`config.mk`:
```
export PLATFORM = sky130hd
export DESIGN_NAME = timed_syringe_pump_sequencer_flat
export DESIGN_NICKNAME = d
export VERILOG_FILES = /design/src/rtl/tssp_pkg.sv /design/src/rtl/tssp_if.sv /design/src/rtl/tssp_cfg.sv /design/src/rtl/tssp_core.sv /design/src/rtl/timed_syringe_pump_sequencer.sv /design/src/flat_wrapper.sv
export SDC_FILE = /design/constraint.sdc
export NUM_CORES = 1
export LEC_CHECK = 0
export ABC_AREA = 1
export BUFFER_PORTS_ARGS = -buffer_cell sky130_fd_sc_hd__buf_2
export CAP_MARGIN = 0
export CORE_ASPECT_RATIO = 1.75
export CORE_MARGIN = 3
export CORE_UTILIZATION = 63
export CTS_CLUSTER_DIAMETER = 40
export DETAILED_ROUTE_END_ITERATION = 16
export PLACE_DENSITY = 0.78
export RECOVER_POWER = 50
export SLEW_MARGIN = 20
export SYNTH_ARGS = -nofsm -noshare
export SYNTH_HDL_FRONTEND = slang
export SYNTH_HIERARCHICAL = 1
export SYNTH_SLANG_ARGS = --single-unit
```
`constraint.sdc`:
```
create_clock -name clk -period 7.82 [get_ports clk]
set_clock_uncertainty 0.05 [all_clocks]
set_input_delay 2.346 -clock clk [delete_from_list [all_inputs] [get_ports clk]]
set_output_delay 2.346 -clock clk [all_outputs]
set_load 0.02 [all_outputs]
```
`src/rtl/tssp_pkg.sv`:
```
package tssp_pkg;

  localparam int ElapsedWidth = 20;
  localparam int SquirtWidth  = 17;
  localparam int TimeWidth    = 16;
  localparam int LevelWidth   = 8;
  localparam int CfgIdxWidth  = 3;
  localparam int CfgDataWidth = 16;

  localparam logic [ElapsedWidth-1:0] ELAPSED_MAX = '1;

  localparam logic [LevelWidth-1:0] DRIVE_LEVEL_RST  = 8'd150;
  localparam logic [TimeWidth-1:0]  SETTLE_WAIT_RST  = 16'd1000;
  localparam logic [TimeWidth-1:0]  REFILL_TIME_RST  = 16'd1000;
  localparam logic [TimeWidth-1:0]  DRIP_WAIT_RST    = 16'd2000;
  localparam logic [TimeWidth-1:0]  SHORT_DRIP_RST   = 16'd10;
  localparam logic [TimeWidth-1:0]  SHORT_DRIP_QTY   = 16'd1;

  typedef enum logic [1:0] {
    ACT_TICK     = 2'd0,
    ACT_DISPENSE = 2'd1,
    ACT_STOP     = 2'd2
  } action_t;

  typedef enum logic [2:0] {
    PH_READY  = 3'd0,
    PH_SQUIRT = 3'd1,
    PH_SETTLE = 3'd2,
    PH_SUCK   = 3'd3,
    PH_DRIP   = 3'd4
  } phase_t;

  typedef enum logic [CfgIdxWidth-1:0] {
    CFG_DRIVE_LEVEL = 3'd0,
    CFG_SETTLE_WAIT = 3'd1,
    CFG_REFILL_TIME = 3'd2,
    CFG_DRIP_WAIT   = 3'd3,
    CFG_SHORT_DRIP  = 3'd4
  } cfg_idx_t;

  typedef struct packed {
    logic [LevelWidth-1:0] drive_level;
    logic [TimeWidth-1:0]  settle_wait_ms;
    logic [TimeWidth-1:0]  refill_time_ms;
    logic [TimeWidth-1:0]  drip_wait_ms;
    logic [TimeWidth-1:0]  short_drip_ms;
  } cfg_t;

  typedef struct packed {
    logic                  accepted;
    logic                  busy_res;
    logic [2:0]            phase;
    logic [LevelWidth-1:0] squirt_drive;
    logic [LevelWidth-1:0] suck_drive;
  } res_t;

endpackage

```
`src/rtl/tssp_if.sv`:
```
interface tssp_in_if
  import tssp_pkg::*;
();
  logic                 valid;
  logic                 ready;
  logic [1:0]           action;
  logic [TimeWidth-1:0] quantity;

  modport source (output valid, output action, output quantity, input ready);
  modport sink   (input valid, input action, input quantity, output ready);
endinterface

interface tssp_out_if
  import tssp_pkg::*;
();
  logic                  valid;
  logic                  ready;
  logic                  accepted;
  logic                  busy_res;
  logic [2:0]            phase;
  logic [LevelWidth-1:0] squirt_drive;
  logic [LevelWidth-1:0] suck_drive;

  modport source (output valid, output accepted, output busy_res, output phase,
                  output squirt_drive, output suck_drive, input ready);
  modport sink   (input valid, input accepted, input busy_res, input phase,
                  input squirt_drive, input suck_drive, output ready);
endinterface

```
`src/rtl/tssp_cfg.sv`:
```
module tssp_cfg
  import tssp_pkg::*;
(
  input  logic                    clk,
  input  logic                    rst_n,
  input  logic                    cfg_we,
  input  logic [CfgIdxWidth-1:0]  cfg_idx,
  input  logic [CfgDataWidth-1:0] cfg_wdata,
  output cfg_t                    cfg
);

  cfg_t cfg_r;

  always_ff @(posedge clk) begin
    if (!rst_n) begin
      cfg_r.drive_level    <= DRIVE_LEVEL_RST;
      cfg_r.settle_wait_ms <= SETTLE_WAIT_RST;
      cfg_r.refill_time_ms <= REFILL_TIME_RST;
      cfg_r.drip_wait_ms   <= DRIP_WAIT_RST;
      cfg_r.short_drip_ms  <= SHORT_DRIP_RST;
    end else if (cfg_we) begin
      unique case (cfg_idx)
        CFG_DRIVE_LEVEL: cfg_r.drive_level    <= cfg_wdata[LevelWidth-1:0];
        CFG_SETTLE_WAIT: cfg_r.settle_wait_ms <= cfg_wdata[TimeWidth-1:0];
        CFG_REFILL_TIME: cfg_r.refill_time_ms <= cfg_wdata[TimeWidth-1:0];
        CFG_DRIP_WAIT:   cfg_r.drip_wait_ms   <= cfg_wdata[TimeWidth-1:0];
        CFG_SHORT_DRIP:  cfg_r.short_drip_ms  <= cfg_wdata[TimeWidth-1:0];
        default: ;
      endcase
    end
  end

  assign cfg = cfg_r;

endmodule

```
`src/rtl/tssp_core.sv`:
```
module tssp_core
  import tssp_pkg::*;
(
  input  logic                 clk,
  input  logic                 rst_n,
  input  logic                 fire,
  input  logic [1:0]           action,
  input  logic [TimeWidth-1:0] quantity,
  input  cfg_t                 cfg,
  output res_t                 res
);

  phase_t                  phase_r, phase_nxt;
  logic [ElapsedWidth-1:0] elapsed_r, elapsed_nxt;
  logic [SquirtWidth-1:0]  squirt_ticks_r, squirt_ticks_nxt;
  logic [TimeWidth-1:0]    drip_ticks_r, drip_ticks_nxt;
  logic [LevelWidth-1:0]   squirt_lvl_r, squirt_lvl_nxt;
  logic [LevelWidth-1:0]   suck_lvl_r, suck_lvl_nxt;

  logic                    busy;
  logic                    is_tick, is_dispense, is_stop;
  logic                    start;
  logic [ElapsedWidth-1:0] elapsed_inc;
  logic [ElapsedWidth-1:0] t1, t2, t3, t4, thresh;
  logic                    phase_done;

  assign busy        = (phase_r != PH_READY);
  assign is_tick     = (action == ACT_TICK);
  assign is_dispense = (action == ACT_DISPENSE);
  assign is_stop     = (action == ACT_STOP);
  assign start       = is_dispense && !busy;

  assign elapsed_inc = (elapsed_r == ELAPSED_MAX) ? elapsed_r
                                                  : elapsed_r + ElapsedWidth'(1);

  // Phase boundaries are cumulative from the start of the squirt.
  assign t1 = ElapsedWidth'(squirt_ticks_r);
  assign t2 = t1 + ElapsedWidth'(cfg.settle_wait_ms);
  assign t3 = t2 + ElapsedWidth'(cfg.refill_time_ms);
  assign t4 = t3 + ElapsedWidth'(drip_ticks_r);

  always_comb begin
    case (phase_r)
      PH_SQUIRT: thresh = t1;
      PH_SETTLE: thresh = t2;
      PH_SUCK:   thresh = t3;
      default:   thresh = t4;
    endcase
  end

  assign phase_done = (elapsed_inc >= thresh);

  // Next phase.
  always_comb begin
    phase_nxt = phase_r;
    unique case (action)
      ACT_TICK: begin
        if (busy && phase_done) begin
          unique case (phase_r)
            PH_SQUIRT: phase_nxt = PH_SETTLE;
            PH_SETTLE: phase_nxt = PH_SUCK;
            PH_SUCK:   phase_nxt = PH_DRIP;
            default:   phase_nxt = PH_READY;
          endcase
        end
      end
      ACT_DISPENSE: if (!busy) phase_nxt = PH_SQUIRT;
      ACT_STOP:     phase_nxt = PH_READY;
      default: ;
    endcase
  end

  // Counter, latched dispense values and drive levels.
  always_comb begin
    elapsed_nxt      = elapsed_r;
    squirt_ticks_nxt = squirt_ticks_r;
    drip_ticks_nxt   = drip_ticks_r;
    squirt_lvl_nxt   = squirt_lvl_r;
    suck_lvl_nxt     = suck_lvl_r;
    if (is_tick && busy) begin
      elapsed_nxt = elapsed_inc;
      if (phase_done) begin
        unique case (phase_r)
          PH_SQUIRT: begin
            squirt_lvl_nxt = '0;
            suck_lvl_nxt   = '0;
          end
          PH_SETTLE: begin
            squirt_lvl_nxt = '0;
            suck_lvl_nxt   = cfg.drive_level;
          end
          PH_SUCK: begin
            squirt_lvl_nxt = '0;
            suck_lvl_nxt   = '0;
          end
          default: ;
        endcase
      end
    end else if (start) begin
      elapsed_nxt      = '0;
      squirt_ticks_nxt = {1'b0, quantity} + {2'b00, quantity[TimeWidth-1:1]};
      drip_ticks_nxt   = (quantity == SHORT_DRIP_QTY) ? cfg.short_drip_ms
                                                      : cfg.drip_wait_ms;
      squirt_lvl_nxt   = cfg.drive_level;
      suck_lvl_nxt     = '0;
    end else if (is_stop) begin
      squirt_lvl_nxt = '0;
      suck_lvl_nxt   = '0;
    end
  end

  always_ff @(posedge clk) begin
    if (!rst_n) begin
      phase_r        <= PH_READY;
      elapsed_r      <= '0;
      squirt_ticks_r <= '0;
      drip_ticks_r   <= '0;
      squirt_lvl_r   <= '0;
      suck_lvl_r     <= '0;
    end else if (fire) begin
      phase_r        <= phase_nxt;
      elapsed_r      <= elapsed_nxt;
      squirt_ticks_r <= squirt_ticks_nxt;
      drip_ticks_r   <= drip_ticks_nxt;
      squirt_lvl_r   <= squirt_lvl_nxt;
      suck_lvl_r     <= suck_lvl_nxt;
    end
  end

  always_comb begin
    res.accepted     = start;
    res.busy_res     = (phase_nxt != PH_READY);
    res.phase        = phase_nxt;
    res.squirt_drive = squirt_lvl_nxt;
    res.suck_drive   = suck_lvl_nxt;
  end

`ifndef NO_ASSERTIONS
  // The two pump directions are never driven at the same time.
  a_one_direction: assert property (@(posedge clk) disable iff (!rst_n)
    !((squirt_lvl_r != '0) && (suck_lvl_r != '0)))
    else $error("squirt and suck drives both active");

  // When ready, both drives are off.
  a_ready_idle: assert property (@(posedge clk) disable iff (!rst_n)
    (phase_r == PH_READY) |-> ((squirt_lvl_r == '0) && (suck_lvl_r == '0)))
    else $error("drive active while ready");

  // A dispense request during a cycle leaves the cycle alone.
  a_busy_ignore: assert property (@(posedge clk) disable iff (!rst_n)
    (fire && is_dispense && busy) |=>
      ((phase_r == $past(phase_r)) && (elapsed_r == $past(elapsed_r))))
    else $error("dispense while busy disturbed the cycle");

  // A tick during a cycle never moves the counter backwards.
  a_elapsed_mono: assert property (@(posedge clk) disable iff (!rst_n)
    (fire && is_tick && busy) |=> (elapsed_r >= $past(elapsed_r)))
    else $error("elapsed counter went backwards");

  // A stop always ends at ready.
  a_stop_ready: assert property (@(posedge clk) disable iff (!rst_n)
    (fire && is_stop) |=> (phase_r == PH_READY))
    else $error("stop did not return to ready");
`endif

endmodule

```
`src/rtl/timed_syringe_pump_sequencer.sv`:
```
// Channel  Dir  Handshake            Word
// in_ch    in   valid/ready          action[1:0], quantity[15:0]
// out_ch   out  valid/ready          accepted, busy_res, phase[2:0],
//                                    squirt_drive[7:0], suck_drive[7:0]
// cfg_*    in   cfg_we, no ready     cfg_idx[2:0], cfg_wdata[15:0]
//
// Every accepted word updates the sequencer state and its result appears
// on out_ch in the next cycle; one word per cycle is sustained while out_ch
// is ready. The single result register sets the latency; in_ch stalls only
// while that register holds a word that out_ch has not taken.
// Reset is synchronous and active low; configuration returns to its defaults.
module timed_syringe_pump_sequencer
  import tssp_pkg::*;
(
  input  logic                    clk,
  input  logic                    rst_n,
  tssp_in_if.sink                 in_ch,
  tssp_out_if.source              out_ch,
  input  logic                    cfg_we,
  input  logic [CfgIdxWidth-1:0]  cfg_idx,
  input  logic [CfgDataWidth-1:0] cfg_wdata
);

  cfg_t cfg;
  res_t res;
  res_t out_res_r;
  logic out_valid_r;
  logic in_fire;

  assign in_ch.ready = !out_valid_r || out_ch.ready;
  assign in_fire     = in_ch.valid && in_ch.ready;

  tssp_cfg u_cfg (
    .clk       (clk),
    .rst_n     (rst_n),
    .cfg_we    (cfg_we),
    .cfg_idx   (cfg_idx),
    .cfg_wdata (cfg_wdata),
    .cfg       (cfg)
  );

  tssp_core u_core (
    .clk      (clk),
    .rst_n    (rst_n),
    .fire     (in_fire),
    .action   (in_ch.action),
    .quantity (in_ch.quantity),
    .cfg      (cfg),
    .res      (res)
  );

  always_ff @(posedge clk) begin
    if (!rst_n) begin
      out_valid_r <= 1'b0;
    end else if (in_ch.ready) begin
      out_valid_r <= in_ch.valid;
    end
  end

  always_ff @(posedge clk) begin
    if (in_fire) begin
      out_res_r <= res;
    end
  end

  assign out_ch.valid        = out_valid_r;
  assign out_ch.accepted     = out_res_r.accepted;
  assign out_ch.busy_res     = out_res_r.busy_res;
  assign out_ch.phase        = out_res_r.phase;
  assign out_ch.squirt_drive = out_res_r.squirt_drive;
  assign out_ch.suck_drive   = out_res_r.suck_drive;

endmodule
```
`src/flat_wrapper.sv`:
```
// flat-port wrapper written by rule: the top's interface ports become plain ports
module timed_syringe_pump_sequencer_flat import tssp_pkg::*;
  (clk, rst_n, cfg_we, cfg_idx, cfg_wdata, in_ch_valid, in_ch_action, in_ch_quantity, in_ch_ready, out_ch_valid, out_ch_accepted, out_ch_busy_res, out_ch_phase, out_ch_squirt_drive, out_ch_suck_drive, out_ch_ready);
  tssp_in_if in_ch_i ();
  tssp_out_if out_ch_i ();
  input  logic clk;
  input  logic rst_n;
  input  logic cfg_we;
  input  logic [CfgIdxWidth-1:0] cfg_idx;
  input  logic [CfgDataWidth-1:0] cfg_wdata;
  input wire logic [$bits(in_ch_i.valid)-1:0] in_ch_valid;
  input wire logic [$bits(in_ch_i.action)-1:0] in_ch_action;
  input wire logic [$bits(in_ch_i.quantity)-1:0] in_ch_quantity;
  output wire logic [$bits(in_ch_i.ready)-1:0] in_ch_ready;
  output wire logic [$bits(out_ch_i.valid)-1:0] out_ch_valid;
  output wire logic [$bits(out_ch_i.accepted)-1:0] out_ch_accepted;
  output wire logic [$bits(out_ch_i.busy_res)-1:0] out_ch_busy_res;
  output wire logic [$bits(out_ch_i.phase)-1:0] out_ch_phase;
  output wire logic [$bits(out_ch_i.squirt_drive)-1:0] out_ch_squirt_drive;
  output wire logic [$bits(out_ch_i.suck_drive)-1:0] out_ch_suck_drive;
  input wire logic [$bits(out_ch_i.ready)-1:0] out_ch_ready;
  assign in_ch_i.valid = in_ch_valid;
  assign in_ch_i.action = in_ch_action;
  assign in_ch_i.quantity = in_ch_quantity;
  assign in_ch_ready = in_ch_i.ready;
  assign out_ch_valid = out_ch_i.valid;
  assign out_ch_accepted = out_ch_i.accepted;
  assign out_ch_busy_res = out_ch_i.busy_res;
  assign out_ch_phase = out_ch_i.phase;
  assign out_ch_squirt_drive = out_ch_i.squirt_drive;
  assign out_ch_suck_drive = out_ch_i.suck_drive;
  assign out_ch_i.ready = out_ch_ready;
  timed_syringe_pump_sequencer u_core (.clk(clk), .rst_n(rst_n), .in_ch(in_ch_i), .out_ch(out_ch_i), .cfg_we(cfg_we), .cfg_idx(cfg_idx), .cfg_wdata(cfg_wdata));
endmodule
```
* After elaboration in Yosys (flattened, before gate mapping)
Index checks and enable logic that the tools add are counted.
W data, S select, Z words.
** Cells by class
- Add/sub/neg operators :: 5
- Magnitude comparators :: 1
- Equal/unequal tests :: 11
- Multiplexer cells :: 19
- Bitwise logic cells :: 1
- Reductions and logical operators :: 21
** Operator list (number)
- $mux W8 :: 9
- $mux W20 :: 3
- $pmux W20 S3 :: 1
- $add A19 B16 Y20 :: 1
- $add A20 B1 Y20 const B :: 1
- $eq A20 B20 Y1 const B :: 1
- $ge A20 B20 Y1 :: 1
- $add A18 B16 Y19 :: 1
- $add A17 B16 Y18 :: 1
- $pmux W3 S3 :: 2
- $add A16 B15 Y17 :: 1
- $eq A16 B1 Y1 const B :: 1
- $mux W16 :: 1
- $pmux W8 S2 :: 1
- $eq A3 B2 Y1 const B :: 4
- $reduce_and A2 Y1 :: 6
- $eq A3 B1 Y1 const B :: 2
- $mux W3 :: 2
- $reduce_bool A3 Y1 :: 2
- $logic_and A1 B1 Y1 :: 4
- $eq A3 B3 Y1 const B :: 1
- $logic_not A3 Y1 :: 1
- $reduce_and A3 Y1 :: 1
- $reduce_or A3 Y1 :: 1
- other kinds (8) :: 9
** Word-level totals
- Register bits :: 166
- Input port bits :: 42
- Output and inout bits :: 23
- Logic and storage cells :: 75

* Longest topological paths before layout
Gate-level depths: netlist (run 1).
- Depth after elaboration :: 9
- Depth in mapped cells :: 43
- Depth with buffers taken out :: 42

* Modules after synthesis
The synthesis (run 1) kept the hierarchy.
** Modules (own cells, without submodules)
- tssp_core :: instances 1, cells an instance 1338, area an instance 8295.5 um2, sequential area each 1441.4 um2
- tssp_cfg :: instances 1, cells an instance 397, area an instance 2829.0 um2, sequential area each 1441.4 um2
- timed_syringe_pump_sequencer :: instances 1, cells an instance 28, area an instance 681.9 um2, sequential area each 650.6 um2

* Least setup slack after synthesis (run 1)
No wires, ideal clock.
- Path type :: register to register
- Start point :: register u_core.u_cfg.cfg_r, in the netlist u_core/u_cfg/cfg[54]
- End point :: register u_core.out_res_r, in the netlist u_core/out_ch.busy_res, data pin
- Setup time :: 0.254 ns
- Data arrival time :: 5.111 ns
- Required time :: 7.516 ns
- Path slack :: 2.405 ns
- Stages on the path, launching flop included :: 37
- Buffers on the path :: 1
- Clock period less this slack :: 5.415 ns
- Cell sequence :: dfxtp_1 ha_1 a21o_1 a21oi_1 nand2_1 a21oi_1 o21ai_0 or2_2 and2_1 ha_1 a21oi_1 o21ai_0 a21oi_1 nand3_1 and2_1 ha_1 nand2_1 nor2_1 inv_1 o221ai_1 a21oi_1 and2_1 o21ai_0 nand2_1 ha_1 nand2_1 nor2_1 nand2_1 nor2_1 nand2_1 nand4_1 buf_2 nand3_1 nand3_1 nand2_1 nor2_1 nand2_1
** RTL lines
- from (decl) :: line tssp_cfg.sv:12 : cfg_t cfg_r;
- to (signal assigned) :: line timed_syringe_pump_sequencer.sv:62 : out_res_r <= res;
- to (decl) :: line timed_syringe_pump_sequencer.sv:26 : res_t out_res_r;

==> results of run 1 <==
power breakdown:
group / leakage [nW] / switching (W) / internal [W] / total [W]
Clock: 0.287 / 0.000395 / 0.000426 / 0.000820
Combinational: 4.67 / 0.000402 / 0.000200 / 0.000602
Sequential: 1.39 / 0.0000261 / 0.000901 / 0.000927
Total: 6.35 / 0.000822 / 0.00153 / 0.00235
layout make-up:
| type | count | area [µm²] | area share |
|---|---|---|---|
| Clock inverter | 15 | 150 | 0.0118 |
| Clock buffer | 17 | 425 | 0.0333 |
| Timing Repair Buffer | 76 | 378 | 0.0296 |
| Sequential cell | 166 | 3530 | 0.277 |
| Tap cell | 234 | 293 | 0.0229 |
| Multi-Input combinational cell | 1344 | 7250 | 0.568 |
| Inverter | 195 | 734 | 0.0575 |
routing by layer:
layer / track usage / share of wire / vias up
li1: - / - / 5844
met1: 0.375 / 0.37 / 5315
met2: 0.593 / 0.50 / 426
met3: 0.0518 / 0.051 / 135
met4: 0.236 / 0.076 / 0
met5: 0 / 0 / -
worst paths after layout:
kind,depth (start not counted),to,startpoint
hold reg to reg,2,u_core/u_cfg/cfg[25],u_core/u_cfg/cfg[25]
hold / removal,2,u_core/u_cfg/cfg[25],u_core/u_cfg/cfg[25]
setup / recovery,35,u_core/out_ch.suck_drive[2],u_core/u_cfg/cfg[54]
setup reg to reg,35,u_core/out_ch.suck_drive[2],u_core/u_cfg/cfg[54]
layout by cell type (no fill, tap or decap), types with 3 or more instances in the layout:
cell       synthesis  layout
a211oi_1           3       3
a21o_1             3       3
a21oi_1          129     129
a22oi_1            8       8
a31o_2             3       3
a31oi_1            3       3
and2_1             6       6
buf_2             15      47
buf_4              9       9
clkbuf_1          27      20
clkbuf_16          0      17
dfxtp_1          145     145
edfxtp_1          21      21
fa_1               4       4
ha_1              97      97
inv_1            182     182
inv_2             11      11
inv_6              0       6
inv_8              0       4
nand2_1          491     491
nand2_2            6       6
nand3_1          156     156
nand3b_1           6       6
nand4_1           15      15
nor2_1           201     200
nor2_2             2       3
nor2_4             4       4
nor3_1            13      14
nor3_2             3       3
o211ai_1          24      24
o21a_1             4       4
o21ai_0           62      62
o21bai_1           6       6
o221ai_1           4       4
or2_2              7       7
xnor2_1           20      20
xor2_1            31      31
sequential cells by signal, summed over array words and instances, names as in the netlist:
name / count
u_core/u_cfg/cfg: 72
u_core/u_core/elapsed_r: 20
u_core/u_core/squirt_ticks_r: 17
u_core/u_core/drip_ticks_r: 16
u_core/out_ch.squirt_drive: 8
u_core/out_ch.suck_drive: 8
u_core/u_core/squirt_lvl_r: 8
u_core/u_core/suck_lvl_r: 8
u_core/out_ch.phase: 3
u_core/u_core/phase_r: 3
u_core/out_ch.accepted: 1
u_core/out_ch.busy_res: 1
u_core/out_ch.valid: 1
tightest hold or removal path, delay by kind of cell (launching register included):
family	cells	cell delay [ns]
flip-flops	1	0.33
AND/OR/NAND/NOR	2	0.10
cells by family (layout without fill, tap and decap cells):
logic type	Yosys count	count (layout)	share of synthesized area
AND/OR/NAND/NOR	921	921	0.331
AO/OA/AOI/OAI	268	268	0.133
buffers and inverters	253	303	0.0864
flip-flops	166	166	0.299
adder cells (fa/ha/maj)	101	101	0.110
XOR/XNOR	52	52	0.0392
other	1	1	0.000318
multiplexers	1	1	0.000848
per-stage QoR:
stage               instances  power, W
floorplan                1763   0.00137
global placement         2015   0.00153
detailed placement       2015   0.00154
CTS                      2047   0.00236
global route             2047   0.00247
finish                   2047   0.00235
==> flow_summary_export.csv, run 1 <==
group,metric,value,unit
outcome,status,"complete, but fails checks",
outcome,violations,"capacitance limit, slew limit",
critical_path,endpoint_kind,"flip-flop",
yosys,yosysSeqAreaShare,0.299,
yosys,synth_top_area_cell,"dfxtp_1",
routing,drc,0,
final_layout,synthToLayoutAreaGrowth,8.13,%
final_layout,final_nets,1943,
yosys,yosysWarningCount,6,
critical_path,crit_path_start_kind,"flip-flop",
critical_path,regToRegSetupSlack,0.69,ns
critical_path,arrival,7.28,ns
cts,postCtsSetupBuffers,0,
yosys,ys_ff_latch,166,
final_layout,n_antenna_cell,0,
cts,h-tree-depth,4,
yosys,synthTopCellsByCount,"491 x nand2_1, 201 x nor2_1, 182 x inv_1, 156 x nand3_1, 145 x dfxtp_1",
grt,grt_usage,0.344,
die,fp-row-count,65,
cts,ctsHoldBuffers,0,
job,cap_violations,4,
critical_path,required,7.97,ns
final_layout,nFillCells,1640,
critical_path,path_buf_inv,1,
die,core_area,18200,µm²
pwr,cellPowerDensity,184,nW/µm²
critical_path,crit_path_top_delay_cell,"nand4_1",
die,die_area,20500,µm²
yosys,ys.flop_type,"dfxtp_1",
timing,finalHoldViolCount,0,
cts,numCtsBuffers,17,
yosys,syn_area_per_cell,6.70,µm²
timing,rsz0062_at_grt,"false",
timing,hold_slack,0.409,ns
hold_path,hold_path.class,"reg2reg",
critical_path,slowest_delay,0.41,ns
grt,grt_pass1_vias,11143,
yosys,ys_top_cells_by_area,"dfxtp_1 25%, nand2_1 16%, ha_1 10%, nand3_1 6.6%, nor2_1 6.4%",
die,die_h,187,µm
cts,cts_buffer_depth,2,
placed_design,place_congestion,1.02,
yosys,syn-num-nets,1906,
final_layout,drive_above_1_share,0.0783,
grt,grt_overflow,0,
grt,grt_antenna_before_repair,0,
pwr,ir_worst_vdd,0.205,mV
cts,cts_tree,"built",
routing,dr.pass1.iters,5,
timing,worst_pin_slew,1.99,ns
yosys,synth.most_common_cell,"nand2_1",
timing,relSlewSlack,-0.328,
critical_path,crit_type,"reg2reg",
yosys,synth_edf_count,21,
final_layout,finish.utilization,0.701,
grt,grt_max_degree,61,
final_layout,final_area,12800,µm²
timing,worst_slack,0.692,ns
yosys,synth_top_area_frac,0.246,
timing,period_share,0.911,
yosys,syn_area,11800,µm²
pwr,leakage,6.35,nW
cts,cts_sinks,166,
die,start_util,0.648,
timing,clock.fmax,0.140,GHz
routing,num_vias,11720,
routing,wl,34.5,mm
die,ios,65,
cts,cts_root_buf,"clkbuf_16",
critical_path,critPathMostFrequentCell,"nand2_1",
routing,drt_iter0_drc,908,
yosys,synth_cells,1763,
timing,period_needed,7.13,ns
cts,cts.clk_slew.worst_paths,0.07,ns
timing,finalSetupViolCount,0,
yosys,synthArstFlopShare,0,
timing,finalMaxSlewViolations,129,
timing,fin_setup_tns,0,ns
die,die_w,109,µm
cts,ctsResizeCount,0,
grt,grt_first_pass_wirelength,55.1,mm
placed_design,post-place-ws,1.01,ns
placed_design,place_area,12200,µm²
critical_path,critPathTopFamily,"simple AND/OR/NAND/NOR gates",
placed_design,place_hpwl,26.9,mm
routing,ant_nets,0,
routing,vias_per_cell,5.73,
placed_design,io_buffers,64,
yosys,synthDistinctLibCells,59,
cts,clock_latency,0.44,ns
routing,wl_per_cell,16.9,µm
critical_path,crit_fanout,16,
Note: power is estimated with default switching activity, not from simulation.
==> inputs of run 2 (changes only) <==
- CORE_UTILIZATION: 63 -> 64
- CTS_BUF_LIST: unset -> sky130_fd_sc_hd__clkbuf_2
- PLACE_DENSITY: 0.78 -> 0.79
==> run 2 against run 1 <==
The flow still finishes with violations (capacitance limit, slew limit). Flip-flop and latch count unchanged. Critical path depth is 24 lower. Die area down 1.5%. Global-route usage up 0.88 points. Register-to-register slack better by 0.07 ns. Cell area fell by 2.6%. Routed wire length increased by 1.6%. Combinational power is 2% higher. Cell count about the same. Clock power decreased by 39%. Sequential power barely moved. Critical endpoint is now u_core/u_core/squirt_ticks_r[11]. Largest cell class unchanged.
==> flow_summary_export.csv, run 2 (same netlist as run 1, synthesis figures left out) <==
group,metric,value,unit
placed_design,place_congestion,1.00,
routing,dr.pass1.iters,5,
timing,fin_setup_tns,0,ns
grt,grt_first_pass_wirelength,55.2,mm
routing,wl,35.1,mm
pwr,power,0.00205,W
outcome,violations,"capacitance limit, slew limit",
cts,ctsHoldBuffers,0,
critical_path,endpoint_kind,"flip-flop",
critical_path,crit_path_start_kind,"input pin",
pwr,ir_worst_vdd,0.165,mV
cts,ctsResizeCount,0,
routing,drc,0,
hold_path,hold_path.class,"reg2reg",
critical_path,reg2reg_depth,37,
routing,ant_nets,0,
outcome,status,"complete, but fails checks",
cts,h-tree-depth,4,
final_layout,largest_reg_flops,72,
cts,cts_root_buf,"clkbuf_2",
timing,finalSetupViolCount,0,
timing,clock.fmax,0.139,GHz
hold_path,min_delay_path_depth,2,
critical_path,required,8.50,ns
routing,drt_iter0_drc,948,
timing,finalMaxSlewViolations,144,
die,fp-row-count,65,
grt,grt_usage,0.352,
final_layout,drive_above_1_share,0.0839,
cts,cts.clk_slew.worst_paths,0.24,ns
grt,grt_pass1_vias,11324,
critical_path,r2r-start,"u_core/u_cfg/cfg[54]",
timing,period_needed,7.18,ns
cts,postCtsSetupBuffers,0,
critical_path,regToRegSetupSlack,0.76,ns
grt,grt_max_degree,56,
timing,worst_pin_slew,2.33,ns
hold_path,hold_path_startpoint,"u_core/u_cfg/cfg[23]",
critical_path,crit_fanout,49,
die,core_area,18100,µm²
final_layout,nFillCells,1710,
final_layout,layout_common_cells,"491 x nand2_1, 200 x nor2_1, 182 x inv_1",
cts,clock_latency,0.84,ns
final_layout,final_common_cell,"nand2_1",
grt,grt_overflow,0,
placed_design,place_hpwl,27.5,mm
timing,period_share,0.918,
die,die_w,109,µm
critical_path,arrival,7.86,ns
die,die_h,186,µm
critical_path,crit_type,"in2reg",
die,start_util,0.654,
cts,cts_buffer_depth,2,
routing,vias_per_cell,5.80,
cts,numCtsBuffers,17,
placed_design,io_buffers,64,
job,cap_violations,4,
routing,wl_per_cell,17.2,µm
cts,cts_tree,"built",
pwr,cellPowerDensity,165,nW/µm²
grt,grt_antenna_before_repair,1,
final_layout,synthToLayoutAreaGrowth,5.36,%
pwr,leakage,6.23,nW
timing,rsz0062_at_grt,"false",
final_layout,final_nets,1941,
die,die_area,20200,µm²
die,ios,65,
timing,relSlewSlack,-0.556,
routing,num_vias,11875,
hold_path,hold_path_end,"u_core/u_cfg/cfg[23]",
critical_path,r2r-end,"u_core/u_core/suck_lvl_r[7]",
cts,cts_sinks,166,
timing,finalHoldViolCount,0,
## run 2: stage by stage
step | instance area (µm²) | std cells | util | worst slack [ns] | hold slack [ns]
finish | 12400 | 2046 | 0.689 | 0.641 | 0.442
global route | 12400 | 2046 | 0.689 | 0.200 | 0.462
CTS | 12500 | 2045 | 0.691 | 0.969 | 0.443
detailed placement | 12200 | 2013 | 0.677 | 1.07 | 0.399
global placement | 12200 | 2013 | 0.677 | 1.11 | 0.391
floorplan | 11800 | 1763 | - | 2.40 | 0.379
## run 2: cell type report
| class | instances | area [µm²] | area share |
|---|---|---|---|
| timing repair buffer | 74 | 377 | 0.0303 |
| clock inverter | 14 | 161 | 0.0130 |
| inverter | 195 | 734 | 0.0590 |
| clock buffer | 18 | 90.1 | 0.00724 |
| tap | 234 | 293 | 0.0235 |
| multi-input combinational | 1344 | 7250 | 0.583 |
| sequential | 166 | 3530 | 0.284 |
| antenna | 1 | 2.50 | 0.000201 |
## run 2: worst max-delay path, cell delays in order
cell and delay (ns):
buf_2 0.07, inv_1 0.06, a21oi_4 0.10, clkbuf_1 1.56, inv_1 0.79, nor2_2 1.55, inv_2 0.68, a21oi_1 0.26
o21ai_0 0.17, o211ai_1 0.12, inv_1 0.07
## run 2: report_power, final
group	switching, W	internal [W]	total [W]	leakage (nW)
Combinational	0.000413	0.000202	0.000614	4.68
Sequential	0.0000264	0.000904	0.000930	1.39
Clock	0.000344	0.000159	0.000503	0.157
## run 2: how the worst max path moves through the flow
stage | startpoint | endpoint | slack, ns | cells after the start
floorplan | u_core/u_cfg/cfg[54] | u_core/out_ch.busy_res | 2.40 | 36
CTS | u_core/u_cfg/cfg[54] | u_core/u_core/suck_lvl_r[7] | 0.97 | 36
detailed placement | u_core/u_cfg/cfg[54] | u_core/u_core/suck_lvl_r[7] | 1.07 | 36
global placement | u_core/u_cfg/cfg[54] | u_core/u_core/suck_lvl_r[6] | 1.11 | 36
finish | in_ch_valid | u_core/u_core/squirt_ticks_r[11] | 0.64 | 11
global route | in_ch_valid | u_core/u_core/squirt_ticks_r[11] | 0.20 | 11
## run 2: routing by layer
layer / track usage / share of wire / routed length, µm
met1: 0.378 / 0.38 / 13200
met3: 0.0472 / 0.046 / 1620
met4: 0.252 / 0.080 / 2800
met2: 0.624 / 0.50 / 17500
met5: 0 / 0 / 0
==> inputs of run 3 (changes only) <==
- ABC_AREA: 1 -> unset
- CORE_UTILIZATION: 64 -> 62
- CTS_BUF_LIST: sky130_fd_sc_hd__clkbuf_2 -> unset
- PLACE_DENSITY: 0.79 -> 0.77
==> run 3 against run 2 <==
The run still ends with capacitance limit, slew limit left. Die area fell by 2.5%. Sequential power fell by 2.7%. Worst setup slack got worse by 0.051 ns. Routed wire length fell by 23%. Non-clock buffer count rose by 5. Cell area fell by 2.7%. Power rose by 6.3%. Via count fell by 21%. Sequential share of layout area rose by 0.77 points. Global-route usage fell by 7.2 points. Combinational power fell by 26%. Area after synthesis fell by 5.7%. Critical endpoint is now u_core/u_core/squirt_lvl_r[7]. Highest routed layer unchanged.
==> flow_summary_export.csv, run 3 <==
group,metric,value,unit
critical_path,r2r-end,"u_core/u_core/squirt_lvl_r[7]",
pwr,ir_worst_vdd,0.133,mV
pwr,switching_power,0.000671,W
timing,fin_setup_tns,0,ns
yosys,yosysSeqAreaShare,0.317,
critical_path,arrival,7.57,ns
pwr,p_int,0.00151,W
yosys,ys_ff_latch,166,
cts,clock_latency,0.45,ns
placed_design,place_hpwl,20.4,mm
yosys,syn-num-nets,1423,
cts,cts_tree,"built",
yosys,syn_area,11100,µm²
final_layout,layout_common_cells,"174 x nand2_1, 145 x dfxtp_1, 97 x ha_1",
die,die_area,19700,µm²
routing,ant_nets,0,
grt,grt_antenna_before_repair,0,
pwr,clockPowerShare,0.376,
final_layout,drive_above_1_share,0.0838,
critical_path,endpoint,"u_core/u_core/squirt_lvl_r[7]",
grt,grt_usage,0.280,
placed_design,io_buffers,64,
critical_path,reg2reg_depth,33,
yosys,synthDistinctLibCells,77,
timing,finalSetupViolCount,0,
critical_path,slowest_delay,0.41,ns
final_layout,nFillCells,1449,
die,die_h,183,µm
timing,worst_slack,0.590,ns
pwr,power_frac_comb,0.208,
critical_path,regToRegSetupSlack,0.59,ns
grt,grt_use_met3,0.0412,
final_layout,synthToLayoutAreaGrowth,8.75,%
routing,drt_iter0_drc,534,
yosys,ys.flop_type,"dfxtp_1",
final_layout,final_nets,1454,
critical_path,crit_fanout,25,
yosys,synth_cells,1280,
die,fp-row-count,64,
yosys,synthArstFlopShare,0,
pwr,p_seq_frac,0.416,
grt,grt_max_degree,76,
outcome,violations,"capacitance limit, slew limit",
timing,finalHoldViolCount,0,
timing,period_share,0.925,
final_layout,n_antenna_cell,0,
cts,cts.clk_slew.worst_paths,0.07,ns
final_layout,regArea,3530,µm²
critical_path,crit_path_start_kind,"flip-flop",
routing,num_vias,9428,
final_layout,final_common_cell,"nand2_1",
routing,wl,27.1,mm
routing,drc,0,
yosys,synth.most_common_cell,"nand2_1",
final_layout,layout.cells.non_filler,1555,
cts,ctsHoldBuffers,0,
critical_path,crit_start,"u_core/u_core/squirt_ticks_r[1]",
critical_path,critPathMostFrequentCell,"a21oi_1",
routing,wl_per_cell,17.4,µm
yosys,ys_top_cells_by_area,"dfxtp_1 26%, ha_1 11%, mux2i_1 8.6%, nand2_1 5.9%, edfxtp_1 5.7%",
timing,worst_pin_slew,2.71,ns
pwr,p_sw_frac,0.308,
pwr,cellPowerDensity,180,nW/µm²
timing,period_needed,7.23,ns
grt,grt_pass1_vias,9201,
die,start_util,0.635,
timing,clock.fmax,0.138,GHz
timing,rsz0062_at_grt,"false",
cts,h-tree-depth,4,
critical_path,r2r-start,"u_core/u_core/squirt_ticks_r[1]",
pwr,leakage,5.38,nW
placed_design,place_congestion,0.930,
routing,dr.pass1.iters,5,
die,ios,65,
final_layout,multi_input_area,7170,µm²
timing,finalMaxSlewViolations,204,
yosys,synth_edf_count,21,
cts,numCtsBuffers,17,
yosys,synth_top_area_frac,0.261,
yosys,synth_top_area_cell,"dfxtp_1",
cts,cts_sinks,166,
outcome,status,"complete, but fails checks",
placed_design,post-place-ws,0.638,ns
routing,vias_per_cell,6.06,
grt,gr-usage-met1,0.313,
hold_path,hold_path.class,"reg2reg",
die,core_area,17500,µm²
die,die_w,107,µm
placed_design,placed_cells,1523,
final_layout,largest_reg_flops,72,
job,cap_violations,4,
grt,grtUsageMet2,0.512,
yosys,yosysWarningCount,6,
yosys,synthTopCellsByCount,"174 x nand2_1, 145 x dfxtp_1, 97 x ha_1, 96 x mux2i_1, 65 x a21oi_1",
critical_path,endpoint_kind,"flip-flop",
cts,cts_root_buf,"clkbuf_16",
critical_path,crit_path_top_delay_cell,"dfxtp_1",
grt,grt_overflow,0,
grt,grt_first_pass_wirelength,44.1,mm
timing,relSlewSlack,-0.805,
grt,top_usage_layer,"met2",
pwr,power,0.00218,W
cts,cts_buffer_depth,2,
critical_path,crit_type,"reg2reg",
critical_path,required,8.16,ns
yosys,syn_area_per_cell,8.70,µm²
==> run 3: cell count changes after synthesis, moves of 23 or more <==
cell and change:
a21oi_1 -64, clkbuf_1 +23, inv_1 -144, mux2i_1 +95, nand2_1 -317, nand3_1 -124, nor2_1 -139, nor2b_1 +50
xnor2_1 +23
==> run 3: critical path: cells and delay by family, from the launching register on <==
family / cells / cell delay (ns)
AO/OA/AOI/OAI: 16 / 3.17
XOR/XNOR: 3 / 0.43
adder cells (fa/ha/maj): 4 / 1.21
buffers and inverters: 2 / 0.47
flip-flops: 1 / 0.41
AND/OR/NAND/NOR: 8 / 1.41
==> run 3: per-layer routing <==
layer,up-vias,routed length [µm]
met3,65,928
li1,4646,-
met1,4496,11000
met5,-,0
met2,221,14200
met4,0,1030
==> run 3: power groups by stage <==
stage,combinational [W],clock (W),sequential (W)
2_1_floorplan,0.000340,0,0.000925
3_3_place_gp,0.000437,0,0.000923
3_5_place_dp,0.000447,0,0.000923
4_1_cts,0.000451,0.000830,0.000904
5_1_grt,0.000499,0.000865,0.000907
6_report,0.000453,0.000819,0.000905
==> run 3: through the flow <==
| step | instance area [µm²] | hold slack, ns | utilization |
|---|---|---|---|
| 2_1_floorplan | 11100 | 0.384 | - |
| 3_3_place_gp | 11600 | 0.392 | 0.660 |
| 3_5_place_dp | 11600 | 0.406 | 0.660 |
| 4_1_cts | 12200 | 0.416 | 0.693 |
| 5_1_grt | 12100 | 0.432 | 0.690 |
| 6_report | 12100 | 0.413 | 0.690 |
==> run 3: how the worst min path moves through the flow <==
stage                                    start                   end  slack (ns)  cells past startpoint
after floorplan           u_core/u_cfg/cfg[19]  u_core/u_cfg/cfg[19]        0.38                      2
after global placement    u_core/u_cfg/cfg[19]  u_core/u_cfg/cfg[19]        0.39                      2
after detailed placement  u_core/u_cfg/cfg[27]  u_core/u_cfg/cfg[27]        0.41                      2
after CTS                 u_core/u_cfg/cfg[14]  u_core/u_cfg/cfg[14]        0.42                      2
after global routing       u_core/u_cfg/cfg[9]   u_core/u_cfg/cfg[9]        0.43                      2
final                     u_core/u_cfg/cfg[13]  u_core/u_cfg/cfg[13]        0.41                      2
==> run 3: cell type report <==
cell class | instances | share of cell area
well taps | 231 | 0.0239
clock inverters | 15 | 0.0130
flip-flops and latches | 166 | 0.292
inverters | 38 | 0.0118
repair buffers | 79 | 0.0320
multi-input cells | 1009 | 0.592
clock buffers | 17 | 0.0351
==> run 3: kinds of logic (layout without fill, tap and decap cells) <==
group / count (synthesis) / count (layout) / share of synthesized area
mux: 100 / 100 / 0.0903
fa+ha+maj: 101 / 101 / 0.116
buf+inv: 105 / 149 / 0.0390
xor+xnor: 71 / 71 / 0.0558
compound gates: 319 / 319 / 0.198
simple gates: 417 / 417 / 0.183
flops: 166 / 166 / 0.317
other cells: 1 / 1 / 0.000337
==> run 3: timing repair <==
item / in CTS / in global routing
hold endpoints to repair: 0 / 0
setup buffers: 0 / 0
gates resized for setup: 0 / 1
endpoints found under the setup margin: 0 / 9
